[src/rtl/vn4_pkg.sv]
// Shared widths and types for the 4D vector normalizer.
// No dependencies.
package vn4_pkg;
    localparam int CompBits = 16;
    localparam int FracBits = 14;
    localparam int NumComps = 4;
    localparam int MagW     = CompBits;                  // magnitude up to 2^(CompBits-1)
    localparam int SqW      = 2 * MagW;
    localparam int RadW     = 2 * (CompBits + 1);        // padded sum of squares
    localparam int LenW     = CompBits + 1;
    localparam int SqrtRemW = LenW + 3;
    localparam int QW       = FracBits + 1;
    localparam int DivRemW  = LenW + 1;
    localparam int UnitW    = FracBits + 2;
    localparam int SqrtSteps = LenW;
    localparam int DivSteps  = QW;

    typedef struct packed {
        logic [NumComps-1:0]           neg;
        logic [NumComps-1:0][MagW-1:0] mag;
        logic                          zero;
    } t_side;
endpackage

[src/rtl/vn4_sqrt_stage.sv]
// One registered digit step of the pipelined integer square root.
// Depends on vn4_pkg.
module vn4_sqrt_stage (
    input  logic                         i_clk,
    input  logic                         i_rst_n,
    input  logic                         i_en,
    input  logic                         i_valid,
    input  vn4_pkg::t_side               i_side,
    input  logic [vn4_pkg::RadW-1:0]     i_rad,
    input  logic [vn4_pkg::SqrtRemW-1:0] i_rem,
    input  logic [vn4_pkg::LenW-1:0]     i_root,
    output logic                         o_valid,
    output vn4_pkg::t_side               o_side,
    output logic [vn4_pkg::RadW-1:0]     o_rad,
    output logic [vn4_pkg::SqrtRemW-1:0] o_rem,
    output logic [vn4_pkg::LenW-1:0]     o_root
);
    import vn4_pkg::*;

    logic [SqrtRemW-1:0] rem_sh, trial;
    logic                fits;

    assign rem_sh = {i_rem[SqrtRemW-3:0], i_rad[RadW-1 -: 2]};
    assign trial  = {1'b0, i_root, 2'b01};
    assign fits   = rem_sh >= trial;

    always_ff @(posedge i_clk) begin
        if (!i_rst_n) begin
            o_valid <= 1'b0;
        end else if (i_en) begin
            o_valid <= i_valid;
        end
        if (i_en) begin
            o_side <= i_side;
            o_rad  <= {i_rad[RadW-3:0], 2'b00};
            o_rem  <= fits ? rem_sh - trial : rem_sh;
            o_root <= {i_root[LenW-2:0], fits};
        end
    end
endmodule

[config.mk]
export PLATFORM = sky130hd
export DESIGN_NAME = vn4_sqrt_stage
export DESIGN_NICKNAME = d
export VERILOG_FILES = /design/src/rtl/vn4_pkg.sv /design/src/rtl/vn4_sqrt_stage.sv
export SDC_FILE = /design/constraint.sdc
export NUM_CORES = 1
export LEC_CHECK = 0
export ABC_CLOCK_PERIOD_IN_PS = 2600
export BUFFER_PORTS_ARGS = -buffer_cell sky130_fd_sc_hd__buf_2
export CORE_MARGIN = 10
export CORE_UTILIZATION = 41
export DETAILED_ROUTE_END_ITERATION = 12
export GPL_TIMING_DRIVEN = 0
export PLACE_DENSITY = 0.76
export SYNTH_ARGS = -nofsm -noshare
export SYNTH_HDL_FRONTEND = slang
export SYNTH_SLANG_ARGS = --single-unit
[constraint.sdc]
create_clock -name i_clk -period 2.6 [get_ports i_clk]
set_clock_uncertainty 0.05 [all_clocks]
set_input_delay 0.39 -clock i_clk [delete_from_list [all_inputs] [get_ports i_clk]]
set_output_delay 0.39 -clock i_clk [all_outputs]
set_load 0.02 [all_outputs]
# == Yosys cells after proc, flatten, opt, wreduce, memory -nomap -nowiden ==
# Index checks and enable logic that the tools add are counted.
# totals
ff_bits,139
latch_bits,0
ram_bits,0
mem_bits_ro,0
elab_cells,13
memories,0
# op_classes
add_sub_neg,1
multipliers,0
div,0
order_cmp,1
n_eq_ne,0
shifts,0
muxes,1
bitwise_logic,0
n_reduce_logical,0
# ops
op,count
>= comparator 20 x 19 -> 1 bit,1
2-to-1 mux 20 bit,1
subtractor 20 x 19 -> 20 bit,1

# == Longest topological paths before layout ==
# logic_depth
depth_word,2
mapped_depth,11
ltp_nobuf,9

# == Least setup slack after synthesis ==
# OpenSTA, ideal clock, no wires.
# synth_timing
path_type,input -> register
from,input port i_root[10] (netlist bit)
to,"register o_rem[10] (netlist bit), data pin"
setup_time_ns,0.260
t_arrival_ns,2.369
t_required_ns,2.290
path_slack_ns,-0.079
cell_stages,10
path_cell_list,inv_1 -> ha_1 -> clkbuf_2 -> and4_1 -> nand4_1 -> o31a_1 -> a21o_1 -> a31oi_4 -> buf_12 -> mux2_4
# synth_between
elab_chain_len,2
# synth_rtl
element,line,rtl
from (decl),vn4_sqrt_stage.sv:11,"input logic [vn4_pkg::LenW-1:0] i_root,"
>= comparator 20 x 19 -> 1 bit,vn4_sqrt_stage.sv:25,assign fits = rem_sh >= trial;
2-to-1 mux 20 bit,vn4_sqrt_stage.sv:36,o_rem <= fits ? rem_sh - trial : rem_sh;
to (signal assigned),vn4_sqrt_stage.sv:36,
to (decl),vn4_sqrt_stage.sv:15,"output logic [vn4_pkg::SqrtRemW-1:0] o_rem,"
# No other way between the ends.
# A chain may end at the register's enable or synchronous reset.

# == Final worst setup path ==
# layout_timing
from,input port i_root[7] (netlist bit)
to,"register o_rem[6] (netlist bit), data pin"
# The elaborated chain is that of the path after synthesis.

==> impl_metrics.csv <==
group,metric,value,unit
grt,gr-usage-all-layers,0.1793,
critical_path,slowest_stage,"ha_1",
timing,setup_viol,0,
yosys,syn-cell-area,5595,sq um
layout,layout_commonest_cell,"buf_2",
floorplan,start_util,0.4209,
yosys,synth-edff-count,138,
yosys,synthCells,331,
critical_path,worst_path_most_repeated_cell,"a21oi_1",
routing,vias,3939,
place,place.gp.congestion,0.9584,
timing,fmax,404.5,MHz
hold_path,hold_end,"o_side[17]",
timing,fin_crit_sh,0.9508,
routing,wl_per_cell,21.43,microns
layout,syn_to_final_growth,41.59,%
critical_path,path_max_fanout,10,
critical_path,path_cells,"buf_2 -> inv_1 -> ha_1 -> a211o_1 -> a21oi_1 -> a21oi_1 -> o22ai_2 -> a31oi_4 -> buf_12 -> mux2_4",
pwr,ir_drop,412.5,uV
floorplan,die_x,136.8,microns
yosys,synthMuxAreaShare,0.04070,
clock_network,clkSinkCount,139,
floorplan,io_pins,285,
critical_path,crit_type,"input port to flip-flop",
floorplan,die_h,136.8,microns
routing,first_pass_iters,5,
yosys,synth_fa_ha_area_frac,0.04249,
clock_network,clock_latency,410,ps
flow_run,drv_cap,0,
layout,final_cell_mix,"buf_2, edfxtp_1, inv_1",
pwr,cellPowerDensity,798.9,nW/um^2
yosys,synth-seq-cells,139,
yosys,ys_warn_count,0,
place,post-place-ws,-333.3,ps
yosys,ys_seq_area_frac,0.7442,
clock_network,path_clk_slew,60,ps
critical_path,endpoint_kind,"flip-flop",
timing,min_period,2472,ps
timing,holdWs,93.78,ps
yosys,yosysUniqueCellTypes,41,
critical_path,reg2reg_from,"o_valid",
floorplan,core,13300,sq um
timing,hold_viol,0,
critical_path,critPathMaxStageDelay,350,ps
yosys,synth_top_family_by_area,"compound AO/OA/AOI/OAI gates",
clock_network,cts_tree,"yes",
floorplan,die_area,18720,sq um
clock_network,cts_made_buffers,17,
clock_network,htree_levels,4,
routing,routed_wl,17.73,mm
grt,grt_pass1_vias,3897,
yosys,synthSimpleGateAreaFrac,0.04047,
pwr,power.leakage,3.487,nW
routing,drc,0,
grt,grt_overflow,0,
clock_network,cts_max_path_buffers,2,
grt,grt_pass1_wl,24.31,mm
yosys,synth-compound-area-share,0.07133,
place,dp_hpwl,14.36,mm
hold_path,hp-start,"i_side[17]",
critical_path,r2r.worst_path.cells,2,
critical_path,worst_r2r_endpoint,"o_valid",
timing,grt_setup_unrepaired,"false",
critical_path,worstPathRequired,2710,ps
yosys,synth-xor-area-share,0.02795,
grt,antenna_found_initial,5,
critical_path,worstSetupStartpointType,"input port",
timing,setup_slack,128.0,ps
place,io_buffers,280,
routing,antenna_left,0,
yosys,synth_area_per_cell,16.90,sq um
yosys,synthArstFlopShare,0,
yosys,synthFlopType,"edfxtp_1",
clock_network,clockRootBuffer,"clkbuf_16",
hold_path,hold_depth,1,
routing,drt_iter0_drc,313,
critical_path,arrival,2590,ps
critical_path,cp-startpoint,"i_root[7]",
layout,layout.nets,796,
critical_path,r2r_slack,1960,ps
outcome,outcome,"finished clean",
hold_path,hold_path_class,"input port to flip-flop",
layout,layout-drive-gt1-share,0.5325,
timing,final_max_slew_viol_count,0,
grt,grt_max_degree,90,
floorplan,num_rows,42,
routing,viasPerCell,4.763,
state kept, by name, summed over array words and instances, names as in the netlist:
signal   cells
o_rem       20
o_rad       32
o_valid      1
o_root      17
o_side      69
synthesized netlist by cell type (2+ instances only):
cell type,instances,area [sq um]
nor2_1,13,48.80
o21ai_0,13,65.06
xor2_1,5,43.79
nand3_1,4,20.02
nand4_1,6,37.54
buf_4,2,15.01
nor3_1,4,20.02
nor2b_1,3,18.77
buf_12,2,40.04
o21a_1,4,30.03
a21o_1,2,15.01
inv_1,25,93.84
ha_1,19,237.7
a211oi_1,6,45.04
mux2_2,2,22.52
o211ai_1,6,45.04
a21oi_1,16,80.08
o22ai_2,2,25.02
buf_6,2,22.52
nand2_1,14,52.55
mux2_4,13,195.2
edfxtp_1,138,4144
a31oi_1,2,12.51
xnor2_1,11,96.34
through the flow:
step	std cells	total power, mW	area, sq um	util	setup TNS (ps)
floorplan	332	3.459	5627	-	0
global placement	788	3.897	7248	0.5452	-59170
detailed placement	789	3.917	7282	0.5477	-5322
CTS	821	6.390	7896	0.5939	0
global route	822	6.564	7910	0.5950	0
finish	827	6.330	7923	0.5959	0
critical path, delay by kind of cell:
kind	cells	cell delay, ps
mux	1	290
buf+inv	3	310
fa+ha+maj	1	350
compound gates	5	1230
worst max path at each step:
stage	slack, ps	to	cells past startpoint
2_1_floorplan	0.6	o_rem[10]	10
3_3_place_gp	-460	o_valid	3
3_5_place_dp	-330	o_rem[11]	11
4_1_cts	100	o_rem[6]	11
5_1_grt	30	o_rem[11]	10
6_report	130	o_rem[6]	10
area by class of cell:
type	instances	area (sq um)
Antenna cell	5	12.51
Buffer	8	95.09
Clock buffer	17	425.4
Clock inverter	15	188.9
Fill cell	1043	5373
Inverter	25	93.84
Multi-Input combinational cell	160	1280
Sequential cell	139	4164
Tap cell	176	220.2
Timing Repair Buffer	282	1443
power by group:
| group | internal, mW | leakage (nW) | total (mW) | switching, mW |
|---|---|---|---|---|
| Sequential | 2.71 | 1.36 | 2.75 | 0.0450 |
| Clock | 1.53 | 0.302 | 2.46 | 0.938 |
| Combinational | 0.443 | 1.83 | 1.12 | 0.672 |
| Total | 4.68 | 3.49 | 6.33 | 1.65 |
metal layers:
metal,wire (microns),vias up,track usage
met3,2155,29,0.08431
met1,5698,1853,0.1710
met5,62,-,0
li1,-,1874,-
met4,264,10,0.06616
met2,9544,173,0.3278
cell families (layout without fill, tap and decap cells):
group | after synthesis | count (layout)
DFF | 139 | 139
AOI/OAI and AO/OA | 58 | 58
and+or+nand+nor | 48 | 48
buffers and inverters | 33 | 347
adders and majority gates | 19 | 19
xor gates and xnor gates | 17 | 17
muxes | 16 | 16
other | 1 | 7
timing repair:
item | 4_1_cts | 5_1_grt
resized for setup | 0 | 1
hold buffers | 0 | 0
buffers inserted | 0 | 1
endpoints found under the setup margin | 0 | 4
(Power assumes the default switching activity.)
