File: src/rtl/vn4_pkg.sv
// Shared widths and types for the 4D vector normalizer.
// No dependencies.
package vn4_pkg;
    localparam int CompBits = 16;
    localparam int FracBits = 14;
    localparam int NumComps = 4;
    localparam int MagW     = CompBits;                  // magnitude up to 2^(CompBits-1)
    localparam int SqW      = 2 * MagW;
    localparam int RadW     = 2 * (CompBits + 1);        // padded sum of squares
    localparam int LenW     = CompBits + 1;
    localparam int SqrtRemW = LenW + 3;
    localparam int QW       = FracBits + 1;
    localparam int DivRemW  = LenW + 1;
    localparam int UnitW    = FracBits + 2;
    localparam int SqrtSteps = LenW;
    localparam int DivSteps  = QW;

    typedef struct packed {
        logic [NumComps-1:0]           neg;
        logic [NumComps-1:0][MagW-1:0] mag;
        logic                          zero;
    } t_side;
endpackage

File: src/rtl/vn4_div_stage.sv
// One registered quotient bit of the four-lane restoring divider.
// Depends on vn4_pkg.
module vn4_div_stage (
    input  logic                                    i_clk,
    input  logic                                    i_rst_n,
    input  logic                                    i_en,
    input  logic                                    i_valid,
    input  vn4_pkg::t_side                          i_side,
    input  logic [vn4_pkg::LenW-1:0]                i_len,
    input  logic [vn4_pkg::NumComps-1:0][vn4_pkg::DivRemW-1:0] i_rem,
    input  logic [vn4_pkg::NumComps-1:0][vn4_pkg::QW-1:0]      i_dvd,
    input  logic [vn4_pkg::NumComps-1:0][vn4_pkg::QW-1:0]      i_q,
    output logic                                    o_valid,
    output vn4_pkg::t_side                          o_side,
    output logic [vn4_pkg::LenW-1:0]                o_len,
    output logic [vn4_pkg::NumComps-1:0][vn4_pkg::DivRemW-1:0] o_rem,
    output logic [vn4_pkg::NumComps-1:0][vn4_pkg::QW-1:0]      o_dvd,
    output logic [vn4_pkg::NumComps-1:0][vn4_pkg::QW-1:0]      o_q
);
    import vn4_pkg::*;

    logic [NumComps-1:0][DivRemW-1:0] rem_sh;
    logic [NumComps-1:0]              fits;

    always_comb begin
        for (int i = 0; i < NumComps; i++) begin
            rem_sh[i] = {i_rem[i][DivRemW-2:0], i_dvd[i][QW-1]};
            fits[i]   = rem_sh[i] >= {1'b0, i_len};
        end
    end

    always_ff @(posedge i_clk) begin
        if (!i_rst_n) begin
            o_valid <= 1'b0;
        end else if (i_en) begin
            o_valid <= i_valid;
        end
        if (i_en) begin
            o_side <= i_side;
            o_len  <= i_len;
            for (int i = 0; i < NumComps; i++) begin
                o_rem[i] <= fits[i] ? rem_sh[i] - {1'b0, i_len} : rem_sh[i];
                o_dvd[i] <= {i_dvd[i][QW-2:0], 1'b0};
                o_q[i]   <= {i_q[i][QW-2:0], fits[i]};
            end
        end
    end
endmodule

File: config.mk
export PLATFORM = sky130hd
export DESIGN_NAME = vn4_div_stage
export DESIGN_NICKNAME = d
export VERILOG_FILES = /design/src/rtl/vn4_pkg.sv /design/src/rtl/vn4_div_stage.sv
export SDC_FILE = /design/constraint.sdc
export NUM_CORES = 1
export LEC_CHECK = 0
export ABC_AREA = 1
export ABC_CLOCK_PERIOD_IN_PS = 4370
export BUFFER_PORTS_ARGS = -buffer_cell sky130_fd_sc_hd__buf_4
export CAP_MARGIN = 20
export CORE_AREA = 8 8 212 214
export DETAILED_ROUTE_END_ITERATION = 8
export DIE_AREA = 0 0 220 222
export MAX_ROUTING_LAYER = met4
export PLACE_DENSITY = 0.68
export SLEW_MARGIN = 25
export SYNTH_ARGS = -nofsm -noshare
export SYNTH_HDL_FRONTEND = slang
export SYNTH_SLANG_ARGS = --single-unit
File: constraint.sdc
create_clock -name i_clk -period 4.37 [get_ports i_clk]
set_input_delay 0.874 -clock i_clk [delete_from_list [all_inputs] [get_ports i_clk]]
set_output_delay 0.874 -clock i_clk [all_outputs]
set_load 0.01 [all_outputs]
After elaboration in Yosys (flattened, before gate mapping)
Cells that the tools add are included.
{"block": "totals", "in_bits": 282, "elab_cells": 32, "mem_bits_rw": 0, "output_inout_bits": 279, "latchBits": 0, "rom_bits": 0, "reg_bits": 275, "n_memories": 0}
{"block": "classes", "shift": 0, "div": 0, "mux": 4, "bitwise": 0, "mul": 0, "reduce_logical": 0, "n_lt_le_gt_ge": 4, "addsub": 4, "eq_ne": 0}
{"operator": "$ge A18 B17 Y1", "count": 4}
{"operator": "$mux W18", "count": 4}
{"operator": "$sub A18 B17 Y18", "count": 4}

Depth between registers and ports, before layout
Gate-level depths: netlist of the first run.
{"block": "logic_depth", "ltp_word": 2, "ltp_mapped": 14, "depth_no_buf": 14}

Least setup slack after synthesis of the first run
Ideal clock, no wire load.
{"block": "synth_path", "path_kind": "input-to-reg", "startpoint": "input i_len[12] (netlist name)", "endpoint": "register o_rem[17] (netlist name), data pin", "n_path_buf": 1, "setup_time_ns": 0.254, "t_arrival_ns": 2.190, "stages": 11, "slack_ns": 1.926, "path_cell_list": "inv_1 > ha_1 > nand2_1 > inv_2 > nand2_1 > nand2_1 > a21oi_4 > nand3_2 > nor2_4 > buf_12 > a21oi_2"}
{"block": "synth_via", "elab_chain_len": 2}
{"element": "from (decl)", "line_no": "vn4_div_stage.sv:9", "source": "input logic [vn4_pkg::LenW-1:0] i_len,"}
{"element": "$sub A18 B17 Y18 or $ge A18 B17 Y1 (tied branches)", "line_no": "vn4_div_stage.sv:42, vn4_div_stage.sv:28"}
{"element": "$mux W18 *", "line_no": "vn4_div_stage.sv:42", "source": "o_rem[i] <= fits[i] ? rem_sh[i] - {1'b0, i_len} : rem_sh[i];"}
{"element": "to (signal, indexed assignment)", "line_no": "vn4_div_stage.sv:42"}
{"element": "to (decl)", "line_no": "vn4_div_stage.sv:16", "source": "output logic [vn4_pkg::NumComps-1:0][vn4_pkg::DivRemW-1:0] o_rem,"}
Mark *: on every way between the ends. The rest lies on a longest branch, timed or not.
A chain may end at the register's enable or synchronous reset.

Final worst setup path of the first run
{"block": "layout_path", "startpoint": "input i_len[16] (netlist name)", "endpoint": "register o_rem[69] (netlist name), data pin"}
{"block": "layout_via", "elab_chain_len": 2}
{"element": "$ge A18 B17 Y1", "line_no": "vn4_div_stage.sv:28", "source": "fits[i] = rem_sh[i] >= {1'b0, i_len};"}
{"element": "$mux W18", "line_no": "vn4_div_stage.sv:42"}
No other way between the ends.

==> metrics.txt, run 1 <==
sequential standard cell area just over 0.008 mm2; transition time at the pin with the least slew margin a little under 0.7 ns; number of sinks handled by clock tree synthesis approximately 280; Crit path required time 4.66 ns; starting utilization of the core area 34.62%; post-synthesis cell type count 30; sum of overflow across all layers after global routing 0; average routed wire per standard cell around 22 um; maximum number of pins on one net before global-route repair between 80 and 90; buffers inserted by post-CTS timing repair 0; GR Layer Usage met1 a little over a quarter; height of the die about 220 um; global-route wire length before repair roughly 84 mm; Setup Total Neg Slack 0 ns; Post-Synth Simple-Gate Area roughly a quarter; static leakage about 10 nW; startpoint types primary input; minimum clock period after layout between 2 and 3 ns; share of cell area taken by muxes after synthesis 0%; Clock Pin Slew Worst Setup and Hold Paths about 0.06 ns; highest achievable clock rate 364.9 MHz; most common cell after layout, fill and taps aside nand2_1; number of routed nets with antenna violations 0; critical path data arrival time about 3 ns; max_cap viols 0; insertion delay to the later sink of the worst-skew pair ~0.52 ns; CTS Hold Bufs 0; placed cell areas approximately 0.019 mm2; portion of the post-synthesis area used by sequential elements between 50% and 60%; antenna violations before repair 19; highest ir drop seen on vdd 0.2573 mV; unrepaired setup endpoints after global routing false; standard-cell rows 75; Post-Synthesis Mean Instance Area roughly 9.3 um2; top library cells by usage in the layout, fill and taps aside 661 x nand2_1, 549 x buf_4, 274 x edfxtp_1; total core area roughly 0.041 mm2; complex-gate fraction of the synthesized area 1.804%; run status finished clean; post-route cell area roughly 0.02 mm2; cts bufs inserted 34; Placement Setup Slack ~1.0 ns; starting DRC count in detailed routing 742; count of filler cells inserted in the layout around 4,000; type of the setup path with the least slack in -> reg; Die Width ~220 um; HPWL after DPL between 40 and 50 mm; category of the worst setup path capture point flop; Worst Path Max Fanout 18; clock root buffer clkbuf_16; area share of xor/xnor cells in the synthesized design around 1.7%; final critical-path share of the clock period a little over three fifths; YS warnings 0; leading cell types by total area after synthesis edfxtp_1 57%, nand2_1 17%, inv_1 6.2%; met3 usage in global routing around 8.0%; area used by multi-input combinational logic approximately 0.0050 mm2; average vias per placed instance 4.636; CTS tree done; worst setup skew after layout 0 ns; cell area after synthesis approximately 0.014 mm2; growth of design area from synthesis to finish 40.63%; vias after detailed routing roughly 13,000; routing layer with the top usage in global route met2; layout cell share with drive strength beyond 1 roughly a third; post-cts repair resize count 0; vias in the first global route ~13,000; global-route usage over all layers 24.34%; area share of the largest cell type after synthesis between 50% and 60%; power density relative to cell area between 300 and 400 mW/mm2; library cell occupying the most area in the post-synthesis netlist edfxtp_1; number of placed I/O pins 561; worst min-delay path class in -> reg; port bufs about 550; setup slack of the critical path after layout roughly 1.6 ns; maximum level of the CTS H-tree 2; maximum root-to-sink buffer count 3; end-of-flow core utilization 48.69%; final weighted congestion in routability-driven placement 0.9187; count of unresolved DRC violations after routing 0; gate count after technology mapping 1,541; Pre-Repair DR Iteration Count 5; adder-cell share of the synthesized area 6.483%; number of pins exceeding their max-slew limit in the final report 0; dominant combinational cell family by area after synthesis simple AND/OR/NAND/NOR gates; # nets final around 2,500; number of flip-flops and latches in the synthesized netlist between 200 and 300; Hold Vio Cnt, Final 0; routed wire length approximately 60 mm; Slew headroom between 50% and 60%; global-route met2 utilization between 30% and 40%; Die Footprint 0.04884 mm2; endpoints failing setup 0
## metrics by stage
step / hold WS, ns / std cells / total power, mW
finish: 0.5053 / 2704 / 7.770
global route: 0.4802 / 2702 / 8.114
CTS: 0.4714 / 2684 / 7.883
detailed placement: 0.5668 / 2623 / 5.128
global placement: 0.5369 / 2623 / 5.118
floorplan: 0.5553 / 1544 / 4.171
## cell families (layout without fill, tap and decap cells)
logic type | Yosys count | count (layout)
adders and majority gates | 72 | 72
DFF | 275 | 275
other | 1 | 24
and+or+nand+nor | 849 | 849
xor gates and xnor gates | 28 | 28
buffers and inverters | 274 | 875
AOI/OAI and AO/OA | 42 | 42
## flip-flops by register name, summed over array words and instances (netlist names)
signal	cells
o_dvd	56
o_len	17
o_q	60
o_rem	72
o_side	69
o_valid	1
## layer usage
metal,wire length (um),share of wire (%),up-vias
met5,0,0,-
met4,2379,4.0,0
met3,5102,8.5,83
met2,29050,48,450
met1,23600,39,5904
li1,-,-,6099
## layout make-up
type	count	area share (%)
Multi-Input combinational cell	995	24.81
Inverter	262	4.870
Antenna cell	20	0.2478
Timing Repair Buffer	552	20.68
Tap cell	539	3.340
Clock inverter	22	0.8984
Clock buffer	39	4.306
Sequential cell	275	40.84
## cells in the mapped netlist
master,n
a21oi_1,34
a21oi_2,4
a21oi_4,3
buf_12,1
buf_4,4
buf_6,7
clkinv_1,1
conb_1,1
dfxtp_1,1
edfxtp_1,274
fa_1,4
ha_1,68
inv_1,237
inv_2,24
nand2_1,661
nand2_2,29
nand2_4,1
nand3_1,62
nand3_2,3
nand4_1,8
nand4_2,5
nand4_4,3
nor2_1,52
nor2_2,6
nor2_4,6
nor3_1,9
o21ai_0,1
or2_2,4
xnor2_1,4
xor2_1,24
## worst max-delay path: stages
cell and delay (ns):
buf_4 0.11, inv_1 0.41, ha_1 0.38, inv_2 0.08, nor2_2 0.05, nand2_1 0.10
inv_1 0.06, a21oi_2 0.19, nand4_2 0.46, nand2_1 0.23, nand2_1 0.07
## final timing paths
check | start | end | slack (ns) | cells past startpoint
setup / recovery | i_len[16] | o_rem[69]$_DFFE_PP_ | 1.63 | 11
hold / removal | i_dvd[50] | o_dvd[51]$_DFFE_PP_ | 0.51 | 1
setup reg to reg | o_valid$_SDFFE_PN0P_ | o_valid$_SDFFE_PN0P_ | 3.69 | 2
hold reg to reg | o_valid$_SDFFE_PN0P_ | o_valid$_SDFFE_PN0P_ | 0.59 | 2
## report_power, final
group | total, mW | leakage [nW] | switching [mW] | internal [mW]
registers | 3.30 | 2.69 | 0.0823 | 3.21
logic | 1.76 | 6.99 | 1.02 | 0.745
clock network | 2.71 | 0.498 | 1.15 | 1.56
Note: power is estimated with default switching activity, not from simulation.
==> run 2, diff against run 1 <==
--- a/config.mk
+++ b/config.mk
@@ -6,7 +6,7 @@
 export NUM_CORES = 1
 export LEC_CHECK = 0
 export ABC_AREA = 1
-export ABC_CLOCK_PERIOD_IN_PS = 4370
+export ABC_CLOCK_PERIOD_IN_PS = 2750
 export BUFFER_PORTS_ARGS = -buffer_cell sky130_fd_sc_hd__buf_4
 export CAP_MARGIN = 20
 export CORE_AREA = 8 8 212 214
==> constraint.sdc (replaced) <==
create_clock -name i_clk -period 2.75 [get_ports i_clk]
set_input_delay 0.55 -clock i_clk [delete_from_list [all_inputs] [get_ports i_clk]]
set_output_delay 0.55 -clock i_clk [all_outputs]
set_load 0.01 [all_outputs]
==> run 2 against run 1 <==
  * Global-route usage rose by 0.31 points
  * Sequential share of layout area fell by 1.8 points
  * Largest cell class unchanged
  * Highest routed layer unchanged
  * Cell count rose by 2.5%
  * Critical path type unchanged
  * Clock power rose by 75%
==> metrics.txt, run 2 (synthesis gave the netlist of run 1 again) <==
part of the total power dissipated in combinational logic 23.1% (was 22.7%); average vias per placed instance 4.641 (was 4.636); Top cell by count, worst path nand2_1 (unchanged); placed cell areas 0.01991 mm2 (was 0.01909 mm2); critical-path cell with the highest stage delay ha_1 (was nand4_2); routed wire length 60.90 mm (was 60.13 mm); clock root buffer clkbuf_16 (unchanged); count of unresolved DRC violations after routing 0 (unchanged); first element of the critical path i_len[13] (was i_len[16]); antenna violations before repair 11 (was 19); Setup Total Neg Slack 0 ns (unchanged); minimum clock period after layout about 2 ns; # nets final 2,549 (was 2,474); top routing layer in use met4 (unchanged); vias after detailed routing 12,865 (was 12,536); number of placed I/O pins 561 (unchanged); type of the setup path with the least slack in -> reg (unchanged); max FFs per register 72 (unchanged); number of pins exceeding their max-slew limit in the final report 0 (unchanged); category of the worst setup path capture point flop (unchanged); number of routed nets with antenna violations 0 (unchanged); Hold Vio Cnt, Final 0 (unchanged); maximum root-to-sink buffer count 3 (unchanged); height of the die 222 um (unchanged); worst min-delay path class in -> reg (unchanged); HPWL after DPL 50.38 mm (was 48.94 mm); setup slack of the critical path after layout 0.7220 ns (was 1.629 ns); part of the total power dissipated in the clock network 36.6% (was 34.9%); switching pwr 3.701 mW (was 2.255 mW); Placement Setup Slack 0.1596 ns (was 1.032 ns); Crit path required time 3.02 ns (was 4.66 ns); ordered list of cells on the worst path buf_4 -> inv_1 -> buf_12 -> ha_1 -> nand2_1 -> nand2_1 -> inv_1 -> nand2_1 -> a21oi_4 -> nand4_4 -> nand2_1 -> nand2_2 (was buf_4 -> inv_1 -> ha_1 -> inv_2 -> nor2_2 -> nand2_1 -> inv_1 -> a21oi_2 -> nand4_2 -> nand2_1 -> nand2_1); sum of overflow across all layers after global routing 0 (unchanged); CTS Hold Bufs 0 (unchanged); endpoints failing setup 0 (unchanged); static leakage 10.71 nW (was 10.18 nW); sw frac 28.52% (was 29.02%); most common cell after layout, fill and taps aside nand2_1 (unchanged); total internal power 9.275 mW (was 5.515 mW); worst setup skew after layout 0 ns (unchanged); insertion delay to the later sink of the worst-skew pair 0.54 ns (was 0.52 ns); growth of design area from synthesis to finish 47.09% (was 40.63%); power density relative to cell area 614.4 mW/mm2 (was 384.7 mW/mm2); routed length on met3 4.976 mm (was 5.102 mm); number of sinks handled by clock tree synthesis 275 (unchanged); Die Width 220 um (unchanged); maximum number of pins on one net before global-route repair 56 (was 84); post-route cell area 0.02112 mm2 (was 0.02019 mm2); total core area 0.04148 mm2 (unchanged); buffers inserted by post-CTS timing repair 0 (unchanged); unrepaired setup endpoints after global routing false (unchanged); met2 WL post-DR 30.19 mm (was 29.05 mm); Worst Path Max Fanout 18 (unchanged); post-cts repair resize count 0 (unchanged); highest achievable clock rate around 490 MHz; layout cell share with drive strength beyond 1 34.80% (was 32.07%); Slew headroom 62.46% (was 53.96%); slowest stage delay, CP 0.37 ns (was 0.46 ns); fraction of power consumed by sequential logic 40.4% (was 42.4%); final weighted congestion in routability-driven placement 0.9237 (was 0.9187); startpoint of the worst-slack reg-to-reg timing path o_valid$_SDFFE_PN0P_ (unchanged); cts bufs inserted 35 (was 34); maximum level of the CTS H-tree 2 (unchanged); port bufs 548 (unchanged); Pre-Repair DR Iteration Count 7 (was 5); power after layout 12.98 mW (was 7.770 mW); final critical-path share of the clock period around 74%; starting DRC count in detailed routing 873 (was 742); global-route wire length before repair 85.78 mm (was 83.75 mm); starting utilization of the core area 34.62% (unchanged); launch point of the worst hold path i_side[36] (was i_dvd[50]); startpoint types primary input (unchanged); run status finished clean (unchanged); Routed met1 length 24.35 mm (was 23.60 mm); transition time at the pin with the least slew margin 0.5631 ns (was 0.6906 ns); count of filler cells inserted in the layout 3,890 (was 3,997); standard-cell rows 75 (unchanged); top library cells by usage in the layout, fill and taps aside 661 x nand2_1, 602 x buf_4, 274 x edfxtp_1 (was 661 x nand2_1, 549 x buf_4, 274 x edfxtp_1); CTS tree done (unchanged); critical path data arrival time 2.30 ns (was 3.03 ns); end-of-flow core utilization 50.92% (was 48.69%); Die Footprint 0.04884 mm2 (unchanged); largest reg by FF count o_rem (unchanged); average routed wire per standard cell 21.97 um (was 22.24 um); Clock Pin Slew Worst Setup and Hold Paths 0.07 ns (was 0.06 ns); global-route usage over all layers 24.65% (was 24.34%); highest ir drop seen on vdd 0.4167 mV (was 0.2573 mV); biggest regs o_rem (72), o_side (69), o_q (60) (unchanged); max_cap viols 0 (unchanged); vias in the first global route 12,584 (was 12,504)
==> run 2: cell count changes in the layout (fill, tap and decap cells not counted) <==
| cell | change |
|---|---|
| buf_4 | +53 |
| buf_12 | +21 |
| diode_2 | -8 |
| clkinv_1 | -7 |
| clkinv_2 | +6 |
| bufinv_16 | +3 |
| clkbuf_1 | -2 |
| clkinv_4 | +2 |
| clkbuf_16 | +1 |
| clkinv_8 | +1 |
| clkinvlp_4 | -1 |
| inv_6 | -1 |
==> run 2: metrics by stage <==
step | std cells | hold slack (ns)
after detailed placement | 2697 | 0.5383
after floorplan | 1544 | 0.5553
after CTS | 2760 | 0.1478
after global routing | 2771 | 0.1558
final | 2772 | 0.1749
after global placement | 2697 | 0.5373
==> run 2: layer usage <==
layer  track usage, %  vias up
li1                 -     6244
met1            28.50     6094
met2            41.61      457
met3            7.544       70
met4            5.432        0
met5                -        -
==> run 2: final timing paths <==
path                            slack (ns)  depth (start not counted)              endpoint
worst min-delay path                  0.17                          1  o_side[36]$_DFFE_PP_
worst max register to register        2.10                          2  o_valid$_SDFFE_PN0P_
worst min register to register        0.56                          2  o_valid$_SDFFE_PN0P_
worst max-delay path                  0.72                         12   o_rem[15]$_DFFE_PP_
==> run 2: critical path, delay by kind of cell <==
| kind | cells | cell delay (ns) |
|---|---|---|
| simple gates | 6 | 0.82 |
| fa+ha+maj | 1 | 0.37 |
| buf+inv | 4 | 0.35 |
| compound gates | 1 | 0.20 |
==> run 2: power groups by stage <==
stage	combinational [mW]	clock, mW	sequential (mW)
after CTS	3.04	4.86	5.24
after global placement	3.01	0	5.31
final	2.99	4.74	5.24
after global routing	3.26	5.01	5.27
after floorplan	1.11	0	5.52
after detailed placement	3.03	0	5.32
==> run 2: area by class of cell <==
cell class,instances,area [um2],area share [%]
sequential,275,8248,39.05
multi-input combinational,995,5011,23.72
timing repair buffer,626,4995,23.65
inverter,262,983.4,4.656
clock buffer,38,887.1,4.200
tap,539,674.4,3.193
clock inverter,25,292.8,1.386
antenna,12,30.03,0.1422
